## src/rtl/delimited_frame_checksum_deframer_assert.svh

```systemverilog
// Assertion macros for the delimited frame checksum deframer.
// Expects clk and rst_n in the scope of every use; compiled out when SYNTH is set.
`ifndef DELIMITED_FRAME_CHECKSUM_DEFRAMER_ASSERT_SVH
`define DELIMITED_FRAME_CHECKSUM_DEFRAMER_ASSERT_SVH
`ifndef SYNTH
`define DFCD_ASSERT(lbl, prop, msg) \
    lbl: assert property (@(posedge clk) disable iff (!rst_n) (prop)) else $error(msg);
`define DFCD_ASSERT_NEXT(lbl, ante, cons, msg) \
    lbl: assert property (@(posedge clk) disable iff (!rst_n) (ante) |=> (cons)) else $error(msg);
`else
`define DFCD_ASSERT(lbl, prop, msg)
`define DFCD_ASSERT_NEXT(lbl, ante, cons, msg)
`endif
`endif

```

## src/rtl/dfcd_pkg.sv

```systemverilog
// Shared types and constants for the delimited frame checksum deframer.
// No dependencies.
package dfcd_pkg;

    localparam int PATTERN_MAX_DEF = 4;
    localparam int MAX_FRAME_DEF   = 255;

    // drop marker plus up to four start pattern bytes
    localparam int BURST_MAX = 5;
    localparam int CNT_W     = 3;
    localparam int CFG_IDX_W = 2;
    localparam int CFG_W     = 32;

    typedef enum logic [1:0] {
        KIND_BYTE     = 2'd0,
        KIND_ACCEPT   = 2'd1,
        KIND_MISMATCH = 2'd2,
        KIND_DROP     = 2'd3
    } kind_t;

    typedef enum logic [CFG_IDX_W-1:0] {
        CFG_START_PATTERN = 2'd0,
        CFG_START_LENGTH  = 2'd1,
        CFG_END_PATTERN   = 2'd2,
        CFG_END_LENGTH    = 2'd3
    } cfg_idx_t;

    typedef struct packed {
        logic                           load;
        logic [CNT_W-1:0]               count;
        logic [BURST_MAX-1:0][1:0]      kind;
        logic [BURST_MAX-1:0][7:0]      data;
    } burst_t;

endpackage

```

## src/rtl/dfcd_in_if.sv

```systemverilog
// Byte input channel: valid/ready handshake with one received byte.
// No dependencies.
interface dfcd_in_if;
    logic       valid;
    logic       ready;
    logic [7:0] rx_byte;

    modport source (output valid, output rx_byte, input ready);
    modport sink (input valid, input rx_byte, output ready);
endinterface

```

## src/rtl/dfcd_out_if.sv

```systemverilog
// Result output channel: valid/ready handshake with kind, data and last.
// No dependencies.
interface dfcd_out_if;
    logic       valid;
    logic       ready;
    logic [1:0] kind;
    logic [7:0] data;
    logic       last;

    modport source (output valid, output kind, output data, output last, input ready);
    modport sink (input valid, input kind, input data, input last, output ready);
endinterface

```

## src/rtl/delimited_frame_checksum_deframer.sv

```systemverilog
// The first result of a byte is offered in the cycle after its beat is accepted.
// Throughput: one byte per cycle while each byte causes at most one result and res is ready;
// a byte with more results holds the input until the one-beat-per-cycle result port drains them.
// Reset (rst_n low, asynchronous): patterns return to '$' and newline of length 1, the
// block goes idle with empty byte history, and any pending results are discarded.
module delimited_frame_checksum_deframer #(
    parameter int PATTERN_MAX = dfcd_pkg::PATTERN_MAX_DEF,
    parameter int MAX_FRAME   = dfcd_pkg::MAX_FRAME_DEF
) (
    input  logic                           clk,
    input  logic                           rst_n,
    input  logic                           cfg_we,
    input  logic [dfcd_pkg::CFG_IDX_W-1:0] cfg_index,
    input  logic [dfcd_pkg::CFG_W-1:0]     cfg_data,
    dfcd_in_if.sink                        rx,
    dfcd_out_if.source                     res
);

    dfcd_pkg::burst_t burst;
    logic             can_load;
    logic             accept;

    // Take a new byte whenever the result register is empty or hands over its
    // final beat in this cycle, so a waiting result never blocks the next byte
    // beyond its own drain.
    assign rx.ready = can_load;
    assign accept   = rx.valid && can_load;

    // Matching and frame state: update on each accepted beat, produce the burst
    // of results for that byte combinationally.
    dfcd_core #(
        .PATTERN_MAX (PATTERN_MAX),
        .MAX_FRAME   (MAX_FRAME)
    ) u_core (
        .clk       (clk),
        .rst_n     (rst_n),
        .cfg_we    (cfg_we),
        .cfg_index (cfg_index),
        .cfg_data  (cfg_data),
        .accept    (accept),
        .rx_byte   (rx.rx_byte),
        .burst     (burst)
    );

    // Result register: hold the burst and drain it one beat per cycle while res is ready, last
    // flag on the final result of each byte.
    dfcd_burst_buf u_buf (
        .clk      (clk),
        .rst_n    (rst_n),
        .burst    (burst),
        .can_load (can_load),
        .res      (res)
    );

endmodule

```

## src/rtl/dfcd_core.sv

```systemverilog
// Pattern matching, frame tracking and checksum digit check for one byte.
// Depends on dfcd_pkg and delimited_frame_checksum_deframer_assert.svh.
`include "delimited_frame_checksum_deframer_assert.svh"

module dfcd_core #(
    parameter int PATTERN_MAX = dfcd_pkg::PATTERN_MAX_DEF,
    parameter int MAX_FRAME   = dfcd_pkg::MAX_FRAME_DEF
) (
    input  logic                           clk,
    input  logic                           rst_n,
    input  logic                           cfg_we,
    input  logic [dfcd_pkg::CFG_IDX_W-1:0] cfg_index,
    input  logic [dfcd_pkg::CFG_W-1:0]     cfg_data,
    input  logic                           accept,
    input  logic [7:0]                     rx_byte,
    output dfcd_pkg::burst_t               burst
);

    localparam int          CAP   = (PATTERN_MAX < 4) ? PATTERN_MAX : 4;
    localparam logic [2:0]  CAP_L = 3'(CAP);
    localparam logic [7:0]  MAX_L = 8'(MAX_FRAME);

    typedef enum logic [1:0] {
        PH_IDLE  = 2'd0,
        PH_FRAME = 2'd1,
        PH_SUM   = 2'd2
    } phase_t;

    logic [31:0] start_pattern_reg, end_pattern_reg;
    logic [2:0]  start_length_reg, end_length_reg;
    logic [31:0] recent_reg, recent_next;
    logic [2:0]  rvalid_reg, rvalid_next;
    phase_t      phase_reg, phase_next;
    logic [7:0]  sum_reg, sum_next;
    logic [7:0]  flen_reg, flen_next;
    logic [1:0]  didx_reg, didx_next;
    logic        derr_reg, derr_next;

    function automatic logic [2:0] eff_len(input logic [2:0] len);
        logic [2:0] r;
        if (len == 3'd0)
        begin
            r = 3'd1;
        end
        else if (len > CAP_L)
        begin
            r = CAP_L;
        end
        else
        begin
            r = len;
        end
        return r;
    endfunction

    function automatic logic [31:0] len_mask(input logic [2:0] len);
        logic [31:0] m;
        case (len)
            3'd1:    m = 32'h0000_00ff;
            3'd2:    m = 32'h0000_ffff;
            3'd3:    m = 32'h00ff_ffff;
            default: m = 32'hffff_ffff;
        endcase
        return m;
    endfunction

    logic [2:0]  sl, el;
    logic [31:0] rb;
    logic [2:0]  rv;
    logic        start_hit, end_hit, drop;
    logic [2:0]  pos;
    logic [7:0]  pbyte, sacc;
    logic [1:0]  hund;
    logic [7:0]  r8;
    logic [6:0]  rem;
    logic [14:0] prod;
    logic [3:0]  tens, units, digit;
    logic [7:0]  u8;
    logic [1:0]  nd;
    logic [2:0]  k1;
    logic [7:0]  expect_byte;

    always_comb
    begin
        recent_next = recent_reg;
        rvalid_next = rvalid_reg;
        phase_next  = phase_reg;
        sum_next    = sum_reg;
        flen_next   = flen_reg;
        didx_next   = didx_reg;
        derr_next   = derr_reg;
        burst       = '0;
        burst.load  = accept;

        sl = eff_len(start_length_reg);
        el = eff_len(end_length_reg);
        rb = {recent_reg[23:0], rx_byte};
        rv = (rvalid_reg >= 3'd4) ? 3'd4 : rvalid_reg + 3'd1;
        start_hit = (rv >= sl) && (((rb ^ start_pattern_reg) & len_mask(sl)) == 32'd0);
        end_hit   = (rv >= el) && (((rb ^ end_pattern_reg) & len_mask(el)) == 32'd0);
        drop  = 1'b0;
        pos   = 3'd0;
        pbyte = 8'd0;
        sacc  = 8'd0;

        // decimal digits of the frame sum
        hund = (sum_reg >= 8'd200) ? 2'd2 : ((sum_reg >= 8'd100) ? 2'd1 : 2'd0);
        r8   = sum_reg - ((hund == 2'd2) ? 8'd200 : ((hund == 2'd1) ? 8'd100 : 8'd0));
        rem  = r8[6:0];
        prod = 15'(rem) * 15'd205;
        tens = prod[14:11];
        u8   = {1'b0, rem} - (8'(tens) * 8'd10);
        units = u8[3:0];
        nd   = (sum_reg >= 8'd100) ? 2'd3 : ((sum_reg >= 8'd10) ? 2'd2 : 2'd1);
        if (nd == 2'd3)
        begin
            digit = (didx_reg == 2'd0) ? {2'b00, hund} :
                    ((didx_reg == 2'd1) ? tens : units);
        end
        else if (nd == 2'd2)
        begin
            digit = (didx_reg == 2'd0) ? tens : units;
        end
        else
        begin
            digit = units;
        end
        expect_byte = 8'd48 + 8'(digit);
        k1 = 3'(didx_reg) + 3'd1;

        if (phase_reg == PH_SUM)
        begin
            derr_next = derr_reg | (rx_byte != expect_byte);
            if (k1 >= 3'(nd))
            begin
                burst.count   = 3'd1;
                burst.kind[0] = derr_next ? dfcd_pkg::KIND_MISMATCH : dfcd_pkg::KIND_ACCEPT;
                phase_next    = PH_IDLE;
                didx_next     = 2'd0;
                derr_next     = 1'b0;
            end
            else
            begin
                didx_next = k1[1:0];
            end
        end
        else
        begin
            recent_next = rb;
            rvalid_next = rv;
            if (start_hit)
            begin
                // restart: forward the whole start pattern, oldest byte first
                drop = (phase_reg == PH_FRAME);
                if (drop)
                begin
                    burst.kind[0] = dfcd_pkg::KIND_DROP;
                end
                for (int j = 0; j < CAP; j++)
                begin
                    if (3'(j) < sl)
                    begin
                        pos   = sl - 3'd1 - 3'(j);
                        pbyte = rb[{pos[1:0], 3'b000} +: 8];
                        sacc  = sacc + pbyte;
                        if (drop)
                        begin
                            burst.data[j+1] = pbyte;
                        end
                        else
                        begin
                            burst.data[j] = pbyte;
                        end
                    end
                end
                burst.count = sl + {2'b00, drop};
                phase_next  = PH_FRAME;
                sum_next    = sacc;
                flen_next   = {5'b00000, sl};
            end
            else if (phase_reg == PH_FRAME)
            begin
                burst.count = 3'd1;
                if (flen_reg >= MAX_L)
                begin
                    burst.kind[0] = dfcd_pkg::KIND_DROP;
                    phase_next    = PH_IDLE;
                    sum_next      = 8'd0;
                    flen_next     = 8'd0;
                end
                else
                begin
                    burst.data[0] = rx_byte;
                    sum_next      = sum_reg + rx_byte;
                    flen_next     = flen_reg + 8'd1;
                end
            end

            // end pattern counts only when it lies wholly inside the frame
            if ((phase_next == PH_FRAME) && (flen_next >= {5'b00000, el}) && end_hit)
            begin
                phase_next  = PH_SUM;
                didx_next   = 2'd0;
                derr_next   = 1'b0;
                recent_next = 32'd0;
                rvalid_next = 3'd0;
            end
        end
    end

    always_ff @(posedge clk or negedge rst_n)
    begin
        if (!rst_n)
        begin
            start_pattern_reg <= 32'd36;
            start_length_reg  <= 3'd1;
            end_pattern_reg   <= 32'd10;
            end_length_reg    <= 3'd1;
            recent_reg        <= 32'd0;
            rvalid_reg        <= 3'd0;
            phase_reg         <= PH_IDLE;
            sum_reg           <= 8'd0;
            flen_reg          <= 8'd0;
            didx_reg          <= 2'd0;
            derr_reg          <= 1'b0;
        end
        else
        begin
            if (cfg_we)
            begin
                case (cfg_index)
                    dfcd_pkg::CFG_START_PATTERN: start_pattern_reg <= cfg_data;
                    dfcd_pkg::CFG_START_LENGTH:  start_length_reg  <= cfg_data[2:0];
                    dfcd_pkg::CFG_END_PATTERN:   end_pattern_reg   <= cfg_data;
                    dfcd_pkg::CFG_END_LENGTH:    end_length_reg    <= cfg_data[2:0];
                    default: ;
                endcase
            end
            if (accept)
            begin
                recent_reg <= recent_next;
                rvalid_reg <= rvalid_next;
                phase_reg  <= phase_next;
                sum_reg    <= sum_next;
                flen_reg   <= flen_next;
                didx_reg   <= didx_next;
                derr_reg   <= derr_next;
            end
        end
    end

    `DFCD_ASSERT(a_sum_history_empty, (phase_reg != PH_SUM) || (rvalid_reg == 3'd0 && recent_reg == 32'd0), "byte history not empty during checksum digits")
    `DFCD_ASSERT(a_frame_len_bound, flen_reg <= MAX_L, "frame length above maximum")

endmodule

```

## src/rtl/dfcd_burst_buf.sv

```systemverilog
// Result register: holds the burst of results caused by one byte and drains it one beat
// per cycle while res.ready is high. Depends on dfcd_pkg, dfcd_out_if and the assertion header.
`include "delimited_frame_checksum_deframer_assert.svh"

module dfcd_burst_buf (
    input  logic              clk,
    input  logic              rst_n,
    input  dfcd_pkg::burst_t  burst,
    output logic              can_load,
    dfcd_out_if.source        res
);

    logic [dfcd_pkg::CNT_W-1:0]                cnt_reg, cnt_next;
    logic [dfcd_pkg::BURST_MAX-1:0][1:0]       kind_reg, kind_next;
    logic [dfcd_pkg::BURST_MAX-1:0][7:0]       data_reg, data_next;
    logic                                      pop;

    assign res.valid = (cnt_reg != '0);
    assign res.last  = (cnt_reg == dfcd_pkg::CNT_W'(1));
    assign res.kind  = kind_reg[0];
    assign res.data  = data_reg[0];
    assign pop       = res.valid && res.ready;
    assign can_load  = (cnt_reg == '0) || (res.last && res.ready);

    always_comb
    begin
        cnt_next  = cnt_reg;
        kind_next = kind_reg;
        data_next = data_reg;
        if (burst.load)
        begin
            cnt_next  = burst.count;
            kind_next = burst.kind;
            data_next = burst.data;
        end
        else if (pop)
        begin
            // advance: shift the next result to the head
            cnt_next  = cnt_reg - dfcd_pkg::CNT_W'(1);
            kind_next = kind_reg >> 2;
            data_next = data_reg >> 8;
        end
    end

    always_ff @(posedge clk or negedge rst_n)
    begin
        if (!rst_n)
        begin
            cnt_reg <= '0;
        end
        else
        begin
            cnt_reg <= cnt_next;
        end
    end

    always_ff @(posedge clk)
    begin
        kind_reg <= kind_next;
        data_reg <= data_next;
    end

    `DFCD_ASSERT(a_cnt_bound, cnt_reg <= dfcd_pkg::CNT_W'(dfcd_pkg::BURST_MAX), "burst count above depth")
    `DFCD_ASSERT_NEXT(a_drain_continues, pop && (cnt_reg > dfcd_pkg::CNT_W'(1)) && !burst.load, res.valid && (cnt_reg == $past(cnt_reg) - dfcd_pkg::CNT_W'(1)), "burst drain lost a result")

endmodule

```

## src/flat_wrapper.sv

```systemverilog
// flat-port wrapper written by rule: the top's interface ports become plain ports
module delimited_frame_checksum_deframer_flat 
#(
    parameter int PATTERN_MAX = dfcd_pkg::PATTERN_MAX_DEF,
    parameter int MAX_FRAME   = dfcd_pkg::MAX_FRAME_DEF
)
  (clk, rst_n, cfg_we, cfg_index, cfg_data, rx_valid, rx_rx_byte, rx_ready, res_valid, res_kind, res_data, res_last, res_ready);
  dfcd_in_if rx_i ();
  dfcd_out_if res_i ();
  input  logic clk;
  input  logic rst_n;
  input  logic cfg_we;
  input  logic [dfcd_pkg::CFG_IDX_W-1:0] cfg_index;
  input  logic [dfcd_pkg::CFG_W-1:0] cfg_data;
  input wire logic [$bits(rx_i.valid)-1:0] rx_valid;
  input wire logic [$bits(rx_i.rx_byte)-1:0] rx_rx_byte;
  output wire logic [$bits(rx_i.ready)-1:0] rx_ready;
  output wire logic [$bits(res_i.valid)-1:0] res_valid;
  output wire logic [$bits(res_i.kind)-1:0] res_kind;
  output wire logic [$bits(res_i.data)-1:0] res_data;
  output wire logic [$bits(res_i.last)-1:0] res_last;
  input wire logic [$bits(res_i.ready)-1:0] res_ready;
  assign rx_i.valid = rx_valid;
  assign rx_i.rx_byte = rx_rx_byte;
  assign rx_ready = rx_i.ready;
  assign res_valid = res_i.valid;
  assign res_kind = res_i.kind;
  assign res_data = res_i.data;
  assign res_last = res_i.last;
  assign res_i.ready = res_ready;
  delimited_frame_checksum_deframer #(.PATTERN_MAX(PATTERN_MAX), .MAX_FRAME(MAX_FRAME)) u_core (.clk(clk), .rst_n(rst_n), .cfg_we(cfg_we), .cfg_index(cfg_index), .cfg_data(cfg_data), .rx(rx_i), .res(res_i));
endmodule
```

## config.mk

```make
export PLATFORM = sky130hd
export DESIGN_NAME = delimited_frame_checksum_deframer_flat
export DESIGN_NICKNAME = d
export VERILOG_FILES = /design/src/rtl/dfcd_pkg.sv /design/src/rtl/dfcd_in_if.sv /design/src/rtl/dfcd_out_if.sv /design/src/rtl/delimited_frame_checksum_deframer.sv /design/src/rtl/dfcd_core.sv /design/src/rtl/dfcd_burst_buf.sv /design/src/flat_wrapper.sv
export VERILOG_INCLUDE_DIRS = /design/src /design/src/rtl
export SDC_FILE = /design/constraint.sdc
export NUM_CORES = 1
export LEC_CHECK = 0
export ABC_AREA = 0
export BUFFER_PORTS_ARGS = -buffer_cell sky130_fd_sc_hd__buf_2
export CAP_MARGIN = 20
export CORE_MARGIN = 2
export CORE_UTILIZATION = 65
export DETAILED_ROUTE_END_ITERATION = 10
export GPL_TIMING_DRIVEN = 0
export MAX_ROUTING_LAYER = met4
export PLACE_DENSITY = 0.82
export SYNTH_ARGS = -nofsm -noshare
export SYNTH_HDL_FRONTEND = slang
export SYNTH_SLANG_ARGS = --single-unit
```

## constraint.sdc

```tcl
create_clock -name clk -period 10.3 [get_ports clk]
set_input_delay 3.09 -clock clk [delete_from_list [all_inputs] [get_ports clk]]
set_output_delay 3.09 -clock clk [all_outputs]
set_load 0.05 [all_outputs]
```

==> results of run 1 <==
[final cells by class]
| class | instances | area (um2) |
|---|---|---|
| multi-input cells | 946 | 7160 |
| inverters | 58 | 218 |
| plain buffers | 94 | 425 |
| well taps | 229 | 287 |
| fillers | 1300 | 4740 |
| repair buffers | 62 | 357 |
| flip-flops and latches | 163 | 4300 |
| clock inverters | 15 | 181 |
| clock buffers | 17 | 425 |
[cell usage after synthesis (4+ instances only)]
cell      instances
o32ai_1           7
a21oi_1          45
a21o_1           17
nand2_1         155
buf_4            11
or2_2            10
nand4_1          13
buf_1             6
o21ai_1           8
o21ai_0          79
nor2b_1           9
o31ai_1          10
a211oi_1         16
a22o_1            6
ha_1             87
o211ai_1          5
edfxtp_1         42
o21a_1            7
buf_2            17
nor4_1           11
dfrtp_1         115
o31a_1            4
and2_1           11
nand3_1          20
inv_1            57
nor3_1           17
mux4_2            5
xor2_1           33
a31oi_1          18
nand2b_1         16
nand3b_1          4
a22oi_1          16
clkbuf_1         57
xnor2_1          63
mux2_2           84
dfstp_2           6
nor2_1           54
fa_1             15
mux2i_1          40
and3_1           11
[kinds of logic after synthesis]
logic type	synth area share, %
flip-flops	35.5
multiplexers	12.1
XOR/XNOR	7.14
adder cells (fa/ha/maj)	11.5
buffers and inverters	5.32
AND/OR/NAND/NOR	13.6
AO/OA/AOI/OAI	14.9
[power groups by stage]
stage / sequential (mW) / combinational [mW] / clock [mW]
floorplan: 0.916 / 1.59 / 0
global placement: 0.925 / 2.02 / 0
detailed placement: 0.935 / 2.08 / 0
CTS: 0.924 / 2.11 / 0.648
global route: 0.940 / 2.35 / 0.675
finish: 0.926 / 2.15 / 0.649
[how the worst max path moves through the flow]
stage	from	endpoint	slack [ps]	cells past startpoint
6_report	rx_rx_byte[1]	u_core.u_core.sum_reg[7]$_DFFE_PN0P_	1420	23
5_1_grt	rx_rx_byte[0]	u_core.u_core.sum_reg[7]$_DFFE_PN0P_	1150	24
4_1_cts	rx_rx_byte[1]	u_core.u_core.sum_reg[7]$_DFFE_PN0P_	1580	23
3_5_place_dp	rx_rx_byte[1]	u_core.u_core.sum_reg[7]$_DFFE_PN0P_	1140	23
3_3_place_gp	rx_rx_byte[0]	u_core.u_core.sum_reg[7]$_DFFE_PN0P_	1260	24
2_1_floorplan	rx_rx_byte[0]	u_core.u_core.sum_reg[7]$_DFFE_PN0P_	2680	23
[through the flow]
stage | utilization (%) | setup WS (ps) | instances | power [mW]
floorplan | - | 2680 | 1261 | 2.51
global placement | 70.1 | 1260 | 1549 | 2.95
detailed placement | 70.3 | 1140 | 1550 | 3.02
CTS | 73.6 | 1580 | 1582 | 3.68
global route | 73.8 | 1150 | 1584 | 3.97
finish | 73.8 | 1420 | 1584 | 3.73
[metal layers]
layer  part of all wire (%)  vias to the layer above  GRT usage, %  routed length, um
li1                       -                     4654             -                  -
met1                     40                     4939          45.2              13200
met2                     47                      554          56.2              15500
met3                    8.0                      128          5.06               2630
met4                    4.7                        0          16.0               1550
met5                      0                        -             -                  0
[critical path, stage by stage]
cell and delay [ps]:
buf_2 120, clkbuf_1 700, mux2i_1 160, mux2i_1 470, inv_1 190, fa_1 480
nor2b_1 160, o21a_1 140, o21ai_0 150, nor4b_1 190, o31ai_1 500, ha_1 390
or4b_2 660, a41oi_1 410, a21o_1 150, ha_1 190, nor2_1 60, nor2_1 140
a21oi_1 80, nand3b_1 220, xnor2_1 170, xnor2_1 230, o211ai_1 110
==> results.yml, run 1 <==
place:
  place_area_mm2: 0.0127
  io_buffers: 59
  gp_congestion: 0.997
  hpwl_mm: 24.2
worst_setup_path:
  arrival_ps: 9190
  cp_max_fo: 10
  r2r-end: "u_core.u_buf.res.kind[1]$_SDFFCE_PN0P_"
  path_class: "input port to register"
  reg2reg_depth: 27
  reg2reg_slack_ps: 2720
  reg2reg_from: "u_core.u_core.sum_reg[4]$_DFFE_PN0P_"
  critical_path_required_ps: 10610
  cp-end-kind: "register"
  start_kind: "input port"
hold_path:
  min_path_cells: 1
  holdCritPathClass: "register to register"
  whs_endpoint: "u_core.u_buf.data_reg[20]$_DFFE_PP_"
  hold_start: "u_core.u_buf.data_reg[28]$_DFFE_PP_"
clock_tree:
  cts_buffers: 17
  clock-root-buffer: "clkbuf_16"
  cts_resized: 0
  clk_latency_ps: 450
  holdBufCountCts: 0
  clk_pin_slew_ps: 80
  post_cts_buffers: 0
  clkSinkCount: 163
  clk_path_buf_depth: 2
  htree_levels: 4
  cts_tree: "done"
timing:
  period_share_pct: 86.2
  fin_tns_setup_ps: 0
  hold_viol: 0
  whs_ps: 521
  worst_pin_slew_ps: 1090
  fin_worst_skew_ps: 12.6
  maxSlewViolCount: 0
  finalSetupViolCount: 0
  relSlewSlack_pct: 27.6
  achievable-frequency_mhz: 113
  rsz0062_at_grt: "false"
  post-route-min-period_ps: 8880
synthesis:
  ys_seq_elements: 163
  synth_cell_type_count: 76
  synthTopCellsByArea: "dfrtp_1 (24%), edfxtp_1 (10%), ha_1 (9.0%), mux2_2 (7.8%), nand2_1 (4.8%)"
  syn_inst: 1261
  seq_area_frac_synth_pct: 35.5
  synth_area_mm2: 0.0121
  async_reset_ff_share_pct: 74.2
  synth_nets: 1410
  synth_top_area_cell: "dfrtp_1"
  synthFlopType: "dfrtp_1"
  avgSynthCellArea_um2: 9.59
  synth-edff-count: 42
  synth_top_area_share_pct: 23.8
  yosys_warnings: 0
power_and_ir_drop:
  intPower_mw: 2.05
  swShare_pct: 45.1
  p_leak_nw: 5.95
  powerDensity_mw_per_mm2: 279
  p_sw_mw: 1.68
  pwr-share-seq_pct: 24.8
  pwr-share-comb_pct: 57.8
  vdd_drop_max_uv: 233
  clock_power_share_pct: 17.4
global_routing:
  grt_max_degree: 74
  antenna_found_initial: 0
  gr-total-overflow: 0
  grt_pass1_wl_mm: 52.9
  grt_use_total_pct: 35.3
  grt_pass1_vias: 10100
route:
  post_drt_wl_per_cell_um: 20.8
  drcViolationCount: 0
  vias: 10300
  ant_nets: 0
  drtIter0Drc: 1200
  vias_per_cell: 6.49
  firstDrtPassIters: 5
  routed_wirelength_mm: 32.9
floorplanning:
  dieArea_mm2: 0.0197
  die_w_um: 140
  core_area_mm2: 0.0181
  die_h_um: 140
  initial_utilization_pct: 66.9
  fp-row-count: 49
  ios: 60
final_layout:
  final_cell_mix: "nand2_1 (155), dfrtp_1 (115), ha_1 (87)"
  drive_gt1_share_pct: 17.9
  nNetsFinal: 1491
  final_cell_area_mm2: 0.0133
  final_common_cell: "nand2_1"
  n_antenna_cell: 0
  area.growth.synth_to_final_pct: 10.3
outcome:
  outcome: "complete, no violations"
run:
  cap_violations: 0
Note: power is estimated with default switching activity, not from simulation.
==> inputs of run 2 (changes only) <==
--- a/config.mk
+++ b/config.mk
@@ -6,10 +6,10 @@
 export SDC_FILE = /design/constraint.sdc
 export NUM_CORES = 1
 export LEC_CHECK = 0
-export ABC_AREA = 0
+export ABC_AREA = 1
 export BUFFER_PORTS_ARGS = -buffer_cell sky130_fd_sc_hd__buf_2
 export CAP_MARGIN = 20
-export CORE_MARGIN = 2
+export CORE_MARGIN = 3
 export CORE_UTILIZATION = 65
 export DETAILED_ROUTE_END_ITERATION = 10
 export GPL_TIMING_DRIVEN = 0
==> run 2 against run 1 <==
Net effect: hold slack got worse by 27 ps; fmax increased by 15%; routed wire length up 3.1%; first-iteration DRC count increased by 6.5%; core utilization shrank 0.44 points; global-route usage shrank 0.48 points; sequential share of layout area increased by 0.082 points; cell count is 19% higher; via count grew 9.2%; sequential cell count is the same.
==> results.yml, run 2 <==
synthesis:
  yosys_warnings: 0
  synth_cell_type_count: 57
  synth_nets: 1714
  synth_commonest_cells: "nand2_1 (357), inv_1 (207), o21ai_0 (153)"
  synth_area_mm2: 0.0121
  synth-edff-count: 42
  seq_area_frac_synth_pct: 35.4
  async_reset_ff_share_pct: 74.2
  synthTopCellsByArea: "dfrtp_1 (24%), nand2_1 (11%), edfxtp_1 (10%), ha_1 (9.0%), inv_1 (6.4%)"
  synth_top_area_cell: "dfrtp_1"
  ys_seq_elements: 163
  synth_top_area_share_pct: 23.7
  syn_inst: 1565
  synth_most_common_cell: "nand2_1"
  synthFlopType: "dfrtp_1"
  avgSynthCellArea_um2: 7.75
floorplanning:
  fp-row-count: 49
  ios: 60
  dieArea_mm2: 0.0203
  die_h_um: 143
  core_area_mm2: 0.0181
  initial_utilization_pct: 66.9
  die_w_um: 143
timing:
  hold_viol: 0
  rsz0062_at_grt: "false"
  worst_pin_slew_ps: 874
  fin_worst_skew_ps: 11.8
  achievable-frequency_mhz: 129
  finalSetupViolCount: 0
  period_share_pct: 75.2
  post-route-min-period_ps: 7740
  fin_tns_setup_ps: 0
  maxSlewViolCount: 0
  relSlewSlack_pct: 41.6
clock_tree:
  clock-root-buffer: "clkbuf_16"
  htree_levels: 4
  post_cts_buffers: 0
  cts_resized: 0
  clk_latency_ps: 440
  holdBufCountCts: 0
  cts_tree: "done"
  clk_path_buf_depth: 2
  cts_buffers: 17
  clk_pin_slew_ps: 70
  clkSinkCount: 163
route:
  firstDrtPassIters: 9
  ant_nets: 0
  routed_wirelength_mm: 33.9
  vias: 11200
  drtIter0Drc: 1278
  drcViolationCount: 0
  vias_per_cell: 5.95
  post_drt_wl_per_cell_um: 18.0
place:
  gp_congestion: 1.04
  hpwl_mm: 26.0
  io_buffers: 58
final_layout:
  final_common_cell: "nand2_1"
  drive_gt1_share_pct: 11.7
  nNetsFinal: 1792
  n_fill_cell: 1459
  final_cell_mix: "nand2_1 (357), inv_1 (206), o21ai_0 (153)"
  area.growth.synth_to_final_pct: 9.71
global_routing:
  grt_pass1_wl_mm: 54.6
  grt_max_degree: 87
  grt_pass1_vias: 10700
  gr-total-overflow: 0
  grt_use_total_pct: 34.8
  antenna_found_initial: 1
worst_setup_path:
  arrival_ps: 8100
  cp_max_fo: 7
  critPathBufInv: 6
  start_kind: "input port"
  cpLargestDelayFamily: "compound AO/OA/AOI/OAI gates"
  crit_top_cell: "a21oi_1"
  crit_slowest_cell: "fa_1"
  cp-end-kind: "register"
  path_class: "input port to register"
  critPathMaxStageDelay_ps: 410
  critical_path_required_ps: 10660
hold_path:
  holdCritPathClass: "register to register"
outcome:
  outcome: "complete, no violations"
run:
  cap_violations: 0
[run 2: cell count changes after synthesis, moves of 17 or more]
cell / before / now
mux2_2: 84 / 0
o21ai_0: 79 / 153
xnor2_1: 63 / 46
mux2i_1: 40 / 0
nand3_1: 20 / 85
inv_1: 57 / 207
o21ai_1: 8 / 33
o21ai_2: 0 / 22
clkbuf_1: 57 / 26
nor2_1: 54 / 78
nand4_1: 13 / 30
nand2_1: 155 / 357
[run 2: stage by stage]
step / utilization (%) / cells / area (um2) / worst slack [ps] / hold slack, ps
global placement: 70.0 / 1852 / 12700 / 2440 / 461
global route: 73.4 / 1886 / 13300 / 2200 / 516
CTS: 73.3 / 1885 / 13300 / 2710 / 481
floorplan: - / 1565 / 12100 / 3340 / 444
detailed placement: 70.2 / 1853 / 12700 / 2350 / 466
finish: 73.4 / 1886 / 13300 / 2560 / 494
[run 2: worst register-to-register path, delay by kind of cell (launching register included)]
| family | cells | cell delay (ps) |
|---|---|---|
| fa+ha+maj | 9 | 3140 |
| simple gates | 19 | 1820 |
| compound gates | 3 | 610 |
| buf+inv | 7 | 460 |
| flops | 1 | 440 |
| xor+xnor | 1 | 210 |
[run 2: per-layer routing]
metal,track usage [%],wire length [um],vias to the layer above
met5,-,0,-
li1,-,-,5332
met1,46.4,14400,5265
met3,5.19,2660,103
met2,54.6,15600,519
met4,12.7,1300,0
[run 2: kinds of logic (layout without fill, tap and decap cells)]
logic type	Yosys count	after routing	share of synthesized area, %
AO/OA/AOI/OAI	344	344	16.9
AND/OR/NAND/NOR	590	590	20.7
XOR/XNOR	79	79	5.70
other	0	1	0
buffers and inverters	287	378	9.89
adder cells (fa/ha/maj)	102	102	11.4
flip-flops	163	163	35.4
[run 2: final timing paths]
kind                                                              start                                           end  slack (ps)  cells after the start
setup / recovery                                          rx_rx_byte[0]          u_core.u_core.sum_reg[7]$_DFFE_PN0P_        2560                     34
hold / removal             u_core.u_core.end_pattern_reg[3]$_DFFE_PN1P_  u_core.u_core.end_pattern_reg[3]$_DFFE_PN1P_         490                      2
setup reg to reg                   u_core.u_core.sum_reg[4]$_DFFE_PN0P_        u_core.u_buf.res.kind[1]$_SDFFCE_PN0P_        3360                     39
hold reg to reg            u_core.u_core.end_pattern_reg[3]$_DFFE_PN1P_  u_core.u_core.end_pattern_reg[3]$_DFFE_PN1P_         490                      2
max in group asynchronous                                         rst_n  u_core.u_core.end_pattern_reg[3]$_DFFE_PN1P_        6940                      2
min in group asynchronous                                         rst_n           u_core.u_buf.cnt_reg[2]$_DFFE_PN0P_        2550                      1
[run 2: layout make-up]
class | instances | area [um2] | share of cell area (%)
clock buffer | 20 | 447 | 3.36
buffer | 69 | 382 | 2.87
sequential | 163 | 4300 | 32.3
multi-input combinational | 1115 | 6640 | 49.9
clock inverter | 12 | 119 | 0.893
antenna | 1 | 2.50 | 0.0188
inverter | 218 | 818 | 6.15
tap | 229 | 287 | 2.15
timing repair buffer | 59 | 324 | 2.43
Power of run 2 is not shown: default switching activity piles up to over one toggle a cycle in this logic, so the estimate is an artifact.
==> inputs of run 3 (changes only) <==
--- a/config.mk
+++ b/config.mk
@@ -10,11 +10,11 @@
 export BUFFER_PORTS_ARGS = -buffer_cell sky130_fd_sc_hd__buf_2
 export CAP_MARGIN = 20
 export CORE_MARGIN = 3
-export CORE_UTILIZATION = 65
+export CORE_UTILIZATION = 57
 export DETAILED_ROUTE_END_ITERATION = 10
 export GPL_TIMING_DRIVEN = 0
 export MAX_ROUTING_LAYER = met4
-export PLACE_DENSITY = 0.82
+export PLACE_DENSITY = 0.76
 export SYNTH_ARGS = -nofsm -noshare
 export SYNTH_HDL_FRONTEND = slang
 export SYNTH_SLANG_ARGS = --single-unit
==> constraint.sdc (replaced) <==
create_clock -name clk -period 6.7 [get_ports clk]
set_input_delay 2.01 -clock clk [delete_from_list [all_inputs] [get_ports clk]]
set_output_delay 2.01 -clock clk [all_outputs]
set_load 0.05 [all_outputs]
==> run 3 against run 2 <==
Net effect: sequential cell count unchanged; via count is 2.2% lower; register-to-register slack worse by 2900 ps; design area increased by 1.9%; clock skew up 2.6 ps; core utilization decreased by 7.4 points; highest routed layer unchanged.
==> results.yml, run 3 (synthesis gave the netlist of run 2 again) <==
floorplanning:
  ios: 60
  dieArea_mm2: 0.0231
  initial_utilization_pct: 59.0
  fp-row-count: 52
  die_w_um: 152
  core_area_mm2: 0.0206
  die_h_um: 152
route:
  drtIter0Drc: 926
  routed_wirelength_mm: 33.7
  drcViolationCount: 0
  vias: 11000
  ant_nets: 0
  vias_per_cell: 5.67
  post_drt_wl_per_cell_um: 17.4
  firstDrtPassIters: 7
clock_tree:
  clock-root-buffer: "clkbuf_16"
  clk_pin_slew_ps: 70
  cts_buffers: 17
  cts_tree: "done"
  clk_latency_ps: 440
  holdBufCountCts: 0
  clkSinkCount: 163
  clk_path_buf_depth: 2
  htree_levels: 4
timing:
  fin_worst_skew_ps: 14.4
  post-route-min-period_ps: 6310
  achievable-frequency_mhz: 158
  period_share_pct: 94.2
  rsz0062_at_grt: "true"
  relSlewSlack_pct: 36.8
  maxSlewViolCount: 0
  worst_pin_slew_ps: 946
  hold_viol: 0
  finalSetupViolCount: 0
  whs_ps: 507
worst_setup_path:
  arrival_ps: 6660
  reg2reg_slack_ps: 410
  crit_top_cell: "nand2_1"
  cp_max_fo: 8
  cp-startpoint: "rx_rx_byte[2]"
  reg2reg_from: "u_core.u_core.sum_reg[5]$_DFFE_PN0P_"
  path_class: "input port to register"
  crit_slowest_cell: "ha_1"
  critical_path_required_ps: 7050
  start_kind: "input port"
  cp-end-kind: "register"
  critPathMaxStageDelay_ps: 360
global_routing:
  grt_max_degree: 87
  grt_pass1_vias: 10200
  gr-total-overflow: 0
  grt_use_total_pct: 29.9
  grt_pass1_wl_mm: 54.1
  antenna_found_initial: 0
final_layout:
  final_cell_area_mm2: 0.0136
  multi_input_area_mm2: 0.00673
  final_cell_mix: "nand2_1 (352), inv_1 (204), o21ai_0 (152)"
  final_common_cell: "nand2_1"
  nNetsFinal: 1801
  n_antenna_cell: 0
  drive_gt1_share_pct: 13.5
  n_fill_cell: 1834
  area.growth.synth_to_final_pct: 11.8
  regArea_mm2: 0.00430
place:
  gp_congestion: 0.931
  io_buffers: 58
  hpwl_mm: 26.2
  place_area_mm2: 0.0128
hold_path:
  holdCritPathClass: "register to register"
  hold_start: "u_core.u_core.end_length_reg[0]$_DFFE_PN1P_"
outcome:
  outcome: "complete, no violations"
run:
  cap_violations: 0
## run 3: what timing repair did
item,CTS,global route
setup endpoints to repair,2,4
setup buffers,0,9
pin swaps,0,7
gates resized for setup,4,24
## run 3: worst paths after layout
kind / endpoint / cells past startpoint
max reg2reg: u_core.u_buf.res.kind[1]$_SDFFCE_PN0P_ / 41
min in group asynchronous: u_core.u_buf.cnt_reg[2]$_DFFE_PN0P_ / 1
min reg2reg: u_core.u_core.end_length_reg[0]$_DFFE_PN1P_ / 2
max: u_core.u_core.sum_reg[7]$_DFFE_PN0P_ / 33
min: u_core.u_core.end_length_reg[0]$_DFFE_PN1P_ / 2
max in group asynchronous: u_core.u_core.recent_reg[15]$_DFFE_PN0P_ / 2
## run 3: area by class of cell
class                   instances  share of cell area [%]
plain buffers                  69                    2.87
well taps                     270                    2.49
multi-input cells            1115                    49.6
repair buffers                 68                    2.89
inverters                     218                    6.03
clock buffers                  17                    3.14
clock inverters                15                    1.30
flip-flops and latches        163                    31.7
## run 3: metal layers
layer  vias to the layer above  share of wire (%)  GRT usage (%)
met5                         -                  0              -
met2                       406                 46           46.8
met1                      5147                 45           41.0
met4                         0                2.2           7.88
li1                       5358                  -              -
met3                        58                7.0           4.72
## run 3: through the flow
stage | setup slack (ps) | instances | setup TNS (ps) | utilization (%)
floorplan | 649 | 1565 | 0 | -
global placement | -167 | 1893 | -187 | 62.1
detailed placement | -245 | 1894 | -429 | 62.2
CTS | 47.5 | 1926 | 0 | 65.2
global route | -73.0 | 1935 | -73.0 | 66.0
finish | 386 | 1935 | 0 | 66.0
## run 3: worst max-delay path: cells and delay by family
kind	cells	cell delay (ps)
adder cells (fa/ha/maj)	3	1010
buffers and inverters	4	490
AO/OA/AOI/OAI	11	1590
AND/OR/NAND/NOR	13	1180
XOR/XNOR	2	380
Power of run 3 is left out for the same reason.
